`src/kspc_pkg.sv`:
```
// Shared constants, register indexes and types of the keyed square pair cipher.
// No dependencies.
package kspc_pkg;

	localparam int SIDE_DEF   = 5;
	localparam int KEY_BYTES  = 25;
	localparam int CHAR_W     = 8;
	localparam int KEY_LEN_W  = 5;
	localparam int KEY_IDX_W  = 5;
	localparam int KEY_W      = KEY_BYTES * CHAR_W;
	localparam int CFG_IDX_W  = 3;
	localparam int CFG_DATA_W = 64;

	// register indexes on the configuration port
	localparam logic [CFG_IDX_W-1:0] REG_KEY_LENGTH  = 3'd0;
	localparam logic [CFG_IDX_W-1:0] REG_KEY_BYTES_0 = 3'd1;
	localparam logic [CFG_IDX_W-1:0] REG_KEY_BYTES_1 = 3'd2;
	localparam logic [CFG_IDX_W-1:0] REG_KEY_BYTES_2 = 3'd3;
	localparam logic [CFG_IDX_W-1:0] REG_KEY_BYTES_3 = 3'd4;

	// filler values count up from 'a'
	localparam logic [CHAR_W-1:0] FILL_START = 8'h61;

	// register reset values
	localparam logic [KEY_LEN_W-1:0] KEY_LENGTH_RST = 5'd1;
	localparam logic [CHAR_W-1:0]    KEY_BYTE0_RST  = 8'h61;

	typedef logic [CHAR_W-1:0] char_t;

	// compare results of one cell against both plaintext bytes
	typedef struct packed {
		logic first;
		logic second;
	} match_t;

	// square builder to cell chain
	typedef struct packed {
		logic  shift;
		char_t value;
		logic  done;
	} fill_t;

endpackage

```
`src/kspc_cell.sv`:
```
// One cell of the square: holds a byte, shifts it on to the next cell down
// while the square is built, and compares it against both bytes of a pair.
// Depends on kspc_pkg.
module kspc_cell (
	input  logic            clk,
	input  logic            shift,
	input  kspc_pkg::char_t shift_in,
	input  kspc_pkg::char_t first_char,
	input  kspc_pkg::char_t second_char,
	output kspc_pkg::char_t value,
	output kspc_pkg::match_t match
);

	kspc_pkg::char_t value_q;

	// cell byte, loaded from the neighbour above during a build
	always_ff @(posedge clk) begin
		if (shift) begin
			value_q <= shift_in;
		end
	end

	assign value        = value_q;
	assign match.first  = (value_q == first_char);
	assign match.second = (value_q == second_char);

endmodule

```
`src/kspc_fill.sv`:
```
// Square builder: produces the key bytes and then the filler bytes in cell
// order, one byte per shift, skipping filler values held by the key.
// Depends on kspc_pkg.
module kspc_fill #(
	parameter int SIDE = kspc_pkg::SIDE_DEF
) (
	input  logic                          clk,
	input  logic                          arst_n,
	input  logic                          restart,
	input  logic [kspc_pkg::KEY_LEN_W-1:0] key_length,
	input  logic [kspc_pkg::KEY_W-1:0]     key,
	output kspc_pkg::fill_t               fill
);

	localparam int CELLS = SIDE * SIDE;
	localparam int LIM   = (CELLS < kspc_pkg::KEY_BYTES) ? CELLS : kspc_pkg::KEY_BYTES;
	localparam int POS_W = $clog2(CELLS + 1);

	logic [POS_W-1:0] pos_q;
	kspc_pkg::char_t  ch_q;
	logic             busy_q;

	logic [POS_W-1:0] klen;
	logic             take_key;
	logic             hit;
	kspc_pkg::char_t  kbyte;

	// key byte select by position
	function automatic kspc_pkg::char_t key_byte(
		input logic [kspc_pkg::KEY_W-1:0]     k,
		input logic [kspc_pkg::KEY_IDX_W-1:0] n
	);
		kspc_pkg::char_t b;
		b = '0;
		for (int i = 0; i < kspc_pkg::KEY_BYTES; i++) begin
			if (n == kspc_pkg::KEY_IDX_W'(i)) begin
				b = k[i*kspc_pkg::CHAR_W +: kspc_pkg::CHAR_W];
			end
		end
		return b;
	endfunction

	// placed key count, saturated to the square
	always_comb begin
		if (key_length > LIM) begin
			klen = POS_W'(LIM);
		end else begin
			klen = POS_W'(key_length);
		end
	end

	// is the filler candidate one of the placed key bytes
	always_comb begin
		hit = 1'b0;
		for (int i = 0; i < kspc_pkg::KEY_BYTES; i++) begin
			if ((POS_W'(i) < klen) &&
			    (key[i*kspc_pkg::CHAR_W +: kspc_pkg::CHAR_W] == ch_q)) begin
				hit = 1'b1;
			end
		end
	end

	assign take_key   = (pos_q < klen);
	assign kbyte      = key_byte(key, pos_q[kspc_pkg::KEY_IDX_W-1:0]);
	assign fill.shift = busy_q && (take_key || !hit);
	assign fill.value = take_key ? kbyte : ch_q;
	assign fill.done  = !busy_q;

	// build sequencer: position and filler candidate
	always_ff @(posedge clk or negedge arst_n) begin
		if (!arst_n) begin
			busy_q <= 1'b1;
			pos_q  <= '0;
			ch_q   <= kspc_pkg::FILL_START;
		end else if (restart) begin
			busy_q <= 1'b1;
			pos_q  <= '0;
			ch_q   <= kspc_pkg::FILL_START;
		end else if (busy_q) begin
			if (fill.shift) begin
				pos_q <= pos_q + POS_W'(1);
				if (pos_q == POS_W'(CELLS - 1)) begin
					busy_q <= 1'b0;
				end
			end
			if (!take_key) begin
				ch_q <= ch_q + kspc_pkg::CHAR_W'(1);
			end
		end
	end

endmodule

```
`src/kspc_pair.sv`:
```
// Pair resolver: picks the last matching cell of each byte, works out the
// shared row or column and selects the rectangle corners.
// Depends on kspc_pkg.
module kspc_pair #(
	parameter int SIDE = kspc_pkg::SIDE_DEF
) (
	input  logic [SIDE*SIDE-1:0]                       eq1,
	input  logic [SIDE*SIDE-1:0]                       eq2,
	input  logic [SIDE*SIDE-1:0][kspc_pkg::CHAR_W-1:0] square,
	input  kspc_pkg::char_t                            first_char,
	input  kspc_pkg::char_t                            second_char,
	input  logic                                       second_present,
	output kspc_pkg::char_t                            first_out,
	output kspc_pkg::char_t                            second_out
);

	localparam int CELLS = SIDE * SIDE;

	logic [CELLS-1:0] m1, m2;
	logic [SIDE-1:0]  row1, row2, col1, col2;
	kspc_pkg::char_t  corner1, corner2;
	logic             found, same, share;

	// last match wins: a cell counts only if no higher cell matches
	always_comb begin
		for (int i = 0; i < CELLS; i++) begin
			m1[i] = eq1[i] && ((eq1 >> (i + 1)) == '0);
			m2[i] = eq2[i] && ((eq2 >> (i + 1)) == '0);
		end
	end

	// row and column of each match, one-hot
	always_comb begin
		row1 = '0;
		row2 = '0;
		col1 = '0;
		col2 = '0;
		for (int r = 0; r < SIDE; r++) begin
			for (int k = 0; k < SIDE; k++) begin
				row1[r] = row1[r] | m1[r*SIDE + k];
				row2[r] = row2[r] | m2[r*SIDE + k];
				col1[k] = col1[k] | m1[r*SIDE + k];
				col2[k] = col2[k] | m2[r*SIDE + k];
			end
		end
	end

	// corners: own row, other byte's column
	always_comb begin
		corner1 = '0;
		corner2 = '0;
		for (int i = 0; i < CELLS; i++) begin
			corner1 = corner1 |
			          (square[i] & {kspc_pkg::CHAR_W{row1[i/SIDE] & col2[i%SIDE]}});
			corner2 = corner2 |
			          (square[i] & {kspc_pkg::CHAR_W{row2[i/SIDE] & col1[i%SIDE]}});
		end
	end

	assign found = (|m1) && (|m2);
	assign same  = |(m1 & m2);
	assign share = (|(row1 & row2)) || (|(col1 & col2));

	// result select
	always_comb begin
		first_out  = first_char;
		second_out = second_char;
		if (!second_present) begin
			second_out = '0;
		end else if (found && !same) begin
			if (share) begin
				first_out  = second_char;
				second_out = first_char;
			end else begin
				first_out  = corner1;
				second_out = corner2;
			end
		end
	end

endmodule

```
`src/keyed_square_pair_cipher.sv`:
```
// Top level of the keyed square pair cipher: configuration registers, square
// builder, cell chain, pair resolver and the input and output registers.
// Depends on kspc_pkg, kspc_cell, kspc_fill and kspc_pair.
//
//   channel | signals                          | word
//   --------+----------------------------------+-----------------------------------
//   input   | s_tvalid s_tready s_tdata s_tuser| byte pair, second-byte flag
//   output  | m_tvalid m_tready m_tdata m_tuser| cipher pair, second-byte flag
//   config  | cfg_valid cfg_ready cfg_index    | register write, 64-bit data
//
// A pair is registered at acceptance and its result is then registered in the
// output register; the resolver compares against all cells at once, so one pair
// per cycle is sustained while the output is not stalled and no rebuild runs.
// After reset and after each write to a key register the cell chain is rebuilt,
// one byte per shift; s_tready stays low meanwhile.
// A stalled output holds its word and the input stage still takes one pair.
module keyed_square_pair_cipher #(
	parameter int SIDE = kspc_pkg::SIDE_DEF
) (
	input  logic                               clk,
	input  logic                               arst_n,
	input  logic                               s_tvalid,
	output logic                               s_tready,
	input  logic [15:0]                        s_tdata,   // first_char, second_char
	input  logic                               s_tuser,   // second_present
	output logic                               m_tvalid,
	input  logic                               m_tready,
	output logic [15:0]                        m_tdata,   // first_out, second_out
	output logic                               m_tuser,   // second_out_valid
	input  logic                               cfg_valid,
	output logic                               cfg_ready,
	input  logic [kspc_pkg::CFG_IDX_W-1:0]     cfg_index,
	input  logic [kspc_pkg::CFG_DATA_W-1:0]    cfg_data
);

	localparam int CELLS = SIDE * SIDE;
	localparam int CW    = kspc_pkg::CHAR_W;
	localparam int DW    = kspc_pkg::CFG_DATA_W;

	logic [kspc_pkg::KEY_LEN_W-1:0] key_length_q;
	logic [kspc_pkg::KEY_W-1:0]     key_q;
	logic                           cfg_hit;

	kspc_pkg::fill_t  fill;
	kspc_pkg::char_t  cell_in  [CELLS];
	kspc_pkg::char_t  cell_val [CELLS];
	kspc_pkg::match_t cell_match [CELLS];
	logic [CELLS-1:0]          eq1, eq2;
	logic [CELLS-1:0][CW-1:0]  square;

	logic            valid_s1;
	kspc_pkg::char_t c1_s1, c2_s1;
	logic            present_s1;
	kspc_pkg::char_t o1, o2;

	logic            out_valid_q;
	logic [15:0]     out_data_q;
	logic            out_user_q;
	logic            advance;

	// configuration port, always ready
	assign cfg_ready = 1'b1;
	assign cfg_hit   = cfg_valid && (cfg_index <= kspc_pkg::REG_KEY_BYTES_3);

	// configuration registers
	always_ff @(posedge clk or negedge arst_n) begin
		if (!arst_n) begin
			key_length_q <= kspc_pkg::KEY_LENGTH_RST;
			key_q        <= kspc_pkg::KEY_W'(kspc_pkg::KEY_BYTE0_RST);
		end else if (cfg_valid) begin
			unique case (cfg_index)
				kspc_pkg::REG_KEY_LENGTH:  key_length_q <= cfg_data[kspc_pkg::KEY_LEN_W-1:0];
				kspc_pkg::REG_KEY_BYTES_0: key_q[0*DW +: DW] <= cfg_data;
				kspc_pkg::REG_KEY_BYTES_1: key_q[1*DW +: DW] <= cfg_data;
				kspc_pkg::REG_KEY_BYTES_2: key_q[2*DW +: DW] <= cfg_data;
				kspc_pkg::REG_KEY_BYTES_3: key_q[3*DW +: CW] <= cfg_data[CW-1:0];
				default: ;
			endcase
		end
	end

	// square builder
	kspc_fill #(
		.SIDE(SIDE)
	) u_fill (
		.clk        (clk),
		.arst_n     (arst_n),
		.restart    (cfg_hit),
		.key_length (key_length_q),
		.key        (key_q),
		.fill       (fill)
	);

	// cell chain: new bytes enter at the top cell and move down
	for (genvar i = 0; i < CELLS; i++) begin : g_cell
		if (i == CELLS - 1) begin : g_top
			assign cell_in[i] = fill.value;
		end else begin : g_mid
			assign cell_in[i] = cell_val[i+1];
		end

		kspc_cell u_cell (
			.clk         (clk),
			.shift       (fill.shift),
			.shift_in    (cell_in[i]),
			.first_char  (c1_s1),
			.second_char (c2_s1),
			.value       (cell_val[i]),
			.match       (cell_match[i])
		);

		assign eq1[i]    = cell_match[i].first;
		assign eq2[i]    = cell_match[i].second;
		assign square[i] = cell_val[i];
	end

	kspc_pair #(
		.SIDE(SIDE)
	) u_pair (
		.eq1            (eq1),
		.eq2            (eq2),
		.square         (square),
		.first_char     (c1_s1),
		.second_char    (c2_s1),
		.second_present (present_s1),
		.first_out      (o1),
		.second_out     (o2)
	);

	// flow control
	assign advance  = !out_valid_q || m_tready;
	assign s_tready = fill.done && (!valid_s1 || advance);

	// valid bits of input stage and output register
	always_ff @(posedge clk or negedge arst_n) begin
		if (!arst_n) begin
			valid_s1    <= 1'b0;
			out_valid_q <= 1'b0;
		end else begin
			if (s_tvalid && s_tready) begin
				valid_s1 <= 1'b1;
			end else if (advance) begin
				valid_s1 <= 1'b0;
			end
			if (advance) begin
				out_valid_q <= valid_s1;
			end
		end
	end

	// payload registers
	always_ff @(posedge clk) begin
		if (s_tvalid && s_tready) begin
			c1_s1      <= s_tdata[CW-1:0];
			c2_s1      <= s_tdata[2*CW-1:CW];
			present_s1 <= s_tuser;
		end
		if (advance && valid_s1) begin
			out_data_q <= {o2, o1};
			out_user_q <= present_s1;
		end
	end

	assign m_tvalid = out_valid_q;
	assign m_tdata  = out_data_q;
	assign m_tuser  = out_user_q;

endmodule

```
`config.mk`:
```
export PLATFORM = sky130hd
export DESIGN_NAME = keyed_square_pair_cipher
export DESIGN_NICKNAME = d
export VERILOG_FILES = /design/src/kspc_pkg.sv /design/src/kspc_cell.sv /design/src/kspc_fill.sv /design/src/kspc_pair.sv /design/src/keyed_square_pair_cipher.sv
export SDC_FILE = /design/constraint.sdc
export NUM_CORES = 1
export LEC_CHECK = 0
export BUFFER_PORTS_ARGS = -buffer_cell sky130_fd_sc_hd__buf_2
export CORE_ASPECT_RATIO = 2
export CORE_MARGIN = 3
export CORE_UTILIZATION = 55
export DETAILED_ROUTE_END_ITERATION = 6
export GPL_ROUTABILITY_DRIVEN = 0
export PLACE_DENSITY = 0.72
export SYNTH_ARGS = -nofsm -noshare
export SYNTH_HDL_FRONTEND = slang
export SYNTH_SLANG_ARGS = --single-unit
```
`constraint.sdc`:
```
create_clock -name clk -period 16.1 [get_ports clk]
set_input_delay 0.805 -clock clk [delete_from_list [all_inputs] [get_ports clk]]
set_output_delay 0.805 -clock clk [all_outputs]
set_load 0.1 [all_outputs]
```
==> impl_summary.log, run 1 <==
INFO  metric status = stopped before the end
INFO  metric flow.stopped_at = 5_1_grt
INFO  metric flow.first_error = [ERROR GRT-0116] Global routing finished with congestion. Check the congestion regions in the DRC Viewer.
INFO  metric port-buffer-count = 107
INFO  metric synth_fp_nets = a little under 3000
INFO  metric yosys_cell_types = 97
INFO  metric cts_max_path_buffers = 3
INFO  metric yosys_register_bits = 455
INFO  metric pin_count = between 100 and 150
INFO  metric htree_depth = 2
INFO  metric synthXorXnorAreaFrac = a little under a fifth
INFO  metric synth.avg_cell_area = between 10 and 15 um2
INFO  metric overflow = 91
INFO  metric grt_pass1_vias = 28415
INFO  metric area_fraction_in_and_or_nand_and_nor_cells_after_synthesis = 12.6%
INFO  metric grt_first_pass_wirelength = just over 200000 um
INFO  metric combinational_family_with_the_most_area_after_synthesis = XOR/XNOR gates
INFO  metric compound_gate_fraction_of_synth_area = 14.1%
INFO  metric initial_core_utilization = 55.8%
INFO  metric detailed_placement_hpwl = around 92000 um
INFO  metric track_usage = approximately 50%
INFO  metric synth_area = between 0.02 and 0.03 mm2
INFO  metric ys_seq_area_share = 42.6%
INFO  metric synth-main-ff-cell = edfxtp_1
INFO  metric die_width = 170 um
INFO  metric cts.hold.buffers_added = 0
INFO  metric yosys.area_share.adder = 0.424%
INFO  metric yosysWarnings = 0
INFO  metric clk_root_buffer_cell = clkbuf_16
INFO  metric number_of_placement_rows = 119
INFO  metric cells_after_synthesis = 2829
INFO  metric synth-edff-count = 234
INFO  metric numClockSinks = 455
INFO  metric grt_start_max_net_pins = 207
INFO  metric post_cts_resize_count = 0
INFO  metric async_reset_ff_share = 48.6%
INFO  metric cts_setup_buffers = 0
INFO  metric share_of_synthesized_area_spent_on_multiplexers = 7.68%
INFO  metric dieHeight = 333 um
INFO  metric cts_made_buffers = 43
[cells in the mapped netlist, types with 23 or more instances]
library cell,n,area [um2]
a21oi_1,112,561
a221oi_1,43,377
a222oi_1,38,380
a22o_1,23,201
a22oi_1,35,263
buf_1,24,90.1
buf_2,30,150
buf_6,43,484
clkbuf_1,84,315
dfrtp_1,213,5330
edfxtp_1,234,7030
inv_1,29,109
mux2_2,193,2170
nand2_1,222,833
nand3_1,63,315
nand4_1,76,475
nor2_1,153,574
nor3_1,30,150
nor4_1,99,619
o211ai_1,24,180
o21ai_0,110,551
xnor2_1,246,2150
xor2_1,363,3180
[stage by stage]
stage	instances	worst slack (ns)	area (um2)
2_1_floorplan	2829	7.27	29500
3_3_place_gp	3454	10.58	30100
3_5_place_dp	3454	10.47	30100
4_1_cts	3532	10.44	31600
[routing by layer]
| layer | GRT usage [%] | overflow |
|---|---|---|
| met2 | 72.9 | 56 |
| met1 | 49.5 | 0 |
| met4 | 51.1 | 35 |
| met5 | 2.78 | 0 |
| met3 | 26.1 | 0 |
[cell families after synthesis]
kind of cell,Yosys count
adder cells (fa/ha/maj),10
other,1
AO/OA/AOI/OAI,581
XOR/XNOR,610
multiplexers,202
AND/OR/NAND/NOR,742
buffers and inverters,228
flip-flops,455
==> inputs of run 2 (changes only) <==
--- a/config.mk
+++ b/config.mk
@@ -6,12 +6,11 @@
 export NUM_CORES = 1
 export LEC_CHECK = 0
 export BUFFER_PORTS_ARGS = -buffer_cell sky130_fd_sc_hd__buf_2
-export CORE_ASPECT_RATIO = 2
 export CORE_MARGIN = 3
-export CORE_UTILIZATION = 55
+export CORE_UTILIZATION = 40
 export DETAILED_ROUTE_END_ITERATION = 6
 export GPL_ROUTABILITY_DRIVEN = 0
-export PLACE_DENSITY = 0.72
+export PLACE_DENSITY_LB_ADDON = 0.15
 export SYNTH_ARGS = -nofsm -noshare
 export SYNTH_HDL_FRONTEND = slang
 export SYNTH_SLANG_ARGS = --single-unit
==> run 2 against run 1 <==
Compared with the run above: area after synthesis unchanged; the flow now finishes, with violations (design-rule violations); synthesized cell count unchanged.
==> impl_summary.log, run 2 <==
INFO  metric insertion_delay_to_the_later_sink_of_the_worst_skew_pair = about 0.65 ns
INFO  metric postRouteAntennaNets = 0
INFO  metric cts_tree = done
INFO  metric numClockSinks = 455
INFO  metric worstSetupStartpointType = register
INFO  metric drc = 72
INFO  metric final_common_cell = xor2_1
INFO  metric wl_per_cell = 32.7 um
INFO  metric n_antenna_cell = 0
INFO  metric yosysWarnings = 0
INFO  metric vias_per_cell = 6.62
INFO  metric power_per_cell_area = 171 mW/mm2
INFO  metric maxSlewViolCount = 0
INFO  metric maxCapViolCount = 0
INFO  metric layout_common_cells = xor2_1 (363), xnor2_1 (246), edfxtp_1 (234)
INFO  metric htree_depth = 2
INFO  metric overflow = 0
INFO  metric number_of_placement_rows = 98
INFO  metric synth.avg_cell_area = roughly 10 um2
INFO  metric finalHoldViolCount = 0
INFO  metric clk_root_buffer_cell = clkbuf_16
INFO  metric clk_pin_slew_worst_paths = about 0.08 ns
INFO  metric die_width = 278 um
INFO  metric synth-edff-count = 234
INFO  metric setup.worst_path.end_class = register
INFO  metric most_common_cell_in_the_netlist = xor2_1
INFO  metric worst-slew-pin-transition = 1.30 ns
INFO  metric ir_worst_vdd = 0.000119 V
INFO  metric finish.instance_area = 0.0323 mm2
INFO  metric floorplan.core_area = 0.0722 mm2
INFO  metric pin_count = 109
INFO  metric cp_data_arrival_time = 6.44 ns
INFO  metric synth_top_cell_by_area = edfxtp_1
INFO  metric yosys_register_bits = 455
INFO  metric cells_after_synthesis = about 2800
INFO  metric synthToLayoutAreaGrowth = 9.43%
INFO  metric cts.hold.buffers_added = 0
INFO  metric violations = design-rule violations
INFO  metric synth-main-ff-cell = edfxtp_1
INFO  metric setup-violations-final = 0
INFO  metric cts_setup_buffers = 0
INFO  metric dieHeight = approximately 280 um
INFO  metric ff2ff_path_depth = 13
INFO  metric grt_pass1_vias = approximately 25000
INFO  metric fp.dieArea = between 0.07 and 0.08 mm2
INFO  metric cts_made_buffers = 51
INFO  metric postRouteWirelength = 126000 um
INFO  metric antenna_found_initial = 7
INFO  metric cts_max_path_buffers = 3
INFO  metric final_net_count = 2945
INFO  metric worstHoldPathType = input port to async pin
INFO  metric synth_commonest_cells = xor2_1 (363), xnor2_1 (246), edfxtp_1 (234)
INFO  metric slew_headroom = roughly an eighth
INFO  metric regToRegSetupSlack = 10.03 ns
INFO  metric total_negative_slack_for_setup_checks = 0 ns
INFO  metric final_period_minus_worst_setup_slack = around 6.1 ns
INFO  metric via_count = 25422
INFO  metric post_cts_resize_count = 0
INFO  metric cp_max_fo = slightly below 50
INFO  metric port-buffer-count = 107
INFO  metric ys_seq_area_share = 42.6%
INFO  metric grt_first_pass_wirelength = 180000 um
INFO  metric initialDrtViolationCount = between 4000 and 5000
INFO  metric track_usage = 31.6%
INFO  metric initial_core_utilization = about two fifths
INFO  metric synth_fp_nets = 2928
INFO  metric worst-setup-path-type = register to register
INFO  metric netlist.area_leader.share = roughly a quarter
INFO  metric placed_area = a little over 0.03 mm2
INFO  metric async_reset_ff_share = 48.6%
INFO  metric fin_worst_skew = 0.0518 ns
INFO  metric synth.area.top_cells = edfxtp_1 (24%), dfrtp_1 (18%), xor2_1 (11%)
INFO  metric drt_pass1_iterations = 7
INFO  metric required_time_of_the_critical_path = ~16 ns
INFO  metric yosys_cell_types = 97
INFO  metric finalCritPeriodShare = a little under two fifths
INFO  metric leakage = between 10 and 15 nW
INFO  metric layout-drive-gt1-share = 17.2%
INFO  metric grt_setup_unrepaired = no
INFO  metric status = finished, violations left
INFO  metric detailed_placement_hpwl = 90200 um
INFO  metric max_freq = 165 MHz
INFO  metric grt_start_max_net_pins = 81
INFO  metric synth_area = 0.0295 mm2
run 2: cell counts after synthesis:
Identical to the previous run, type by type.
run 2: path summary, 6_finish.rpt:
| path | start | to |
|---|---|---|
| max in group asynchronous | arst_n | key_q[182] |
| worst min register to register | valid_s1 | m_tvalid |
| worst max register to register | c1_s1[1] | m_tdata[6] |
| min in group clk | s_tuser | present_s1 |
| worst max-delay path | c1_s1[1] | m_tdata[6] |
| worst min-delay path | arst_n | key_q[29] |
run 2: critical path, stage by stage (launching register included):
cell	delay, ns
edfxtp_1	0.33
buf_4	0.42
xor2_1	0.13
nor4_1	0.65
nand2_1	0.23
nand4_2	0.25
or2_2	0.90
o31a_1	0.27
o211ai_2	0.50
a221oi_1	0.43
and3_1	0.98
o21ai_0	0.25
nor4_1	0.34
o31ai_1	0.12
run 2: area by class of cell:
type / instances / area, um2
timing repair buffer: 162 / 958
inverter: 30 / 113
clock buffer: 62 / 1390
sequential: 455 / 12600
fill: 6789 / 40000
clock inverter: 33 / 362
tap: 950 / 1190
multi-input combinational: 2146 / 15700
run 2: through the flow:
step                hold slack [ns]  util [%]  power [W]  std cells  setup WS, ns
finish                        0.149      44.7    0.00553       3838         10.03
global route                  0.191      44.7    0.00570       3838          9.91
CTS                           0.165      44.7    0.00544       3838         10.34
detailed placement            0.507      42.3    0.00418       3743         10.34
global placement              0.487      42.3    0.00416       3743         10.48
floorplan                     0.467         -    0.00329       2829          7.27
run 2: kinds of logic after synthesis:
| family | count (synthesis) | synth area share [%] |
|---|---|---|
| muxes | 202 | 7.68 |
| and+or+nand+nor | 742 | 12.6 |
| DFF | 455 | 42.6 |
| buffers and inverters | 228 | 4.38 |
| AOI/OAI and AO/OA | 581 | 14.1 |
| xor gates and xnor gates | 610 | 18.1 |
| adders and majority gates | 10 | 0.424 |
| other | 1 | 0.0127 |
run 2: layer usage:
metal / routed length (um) / GRT usage (%) / vias to the layer above
met1: 46800 / 39.1 / 12483
li1: - / - / 10519
met4: 9890 / 18.8 / 8
met3: 12500 / 7.66 / 572
met2: 56400 / 50.2 / 1840
met5: 57 / 0 / -
run 2: report_power, final:
part	internal, W	switching [W]	leakage, nW	total (W)
sequential	0.00172	0.000901	5.18	0.00262
combinational	0.000691	0.000981	6.34	0.00167
clock	0.000716	0.000526	0.867	0.00124
Power figures use the tool's default switching activity.
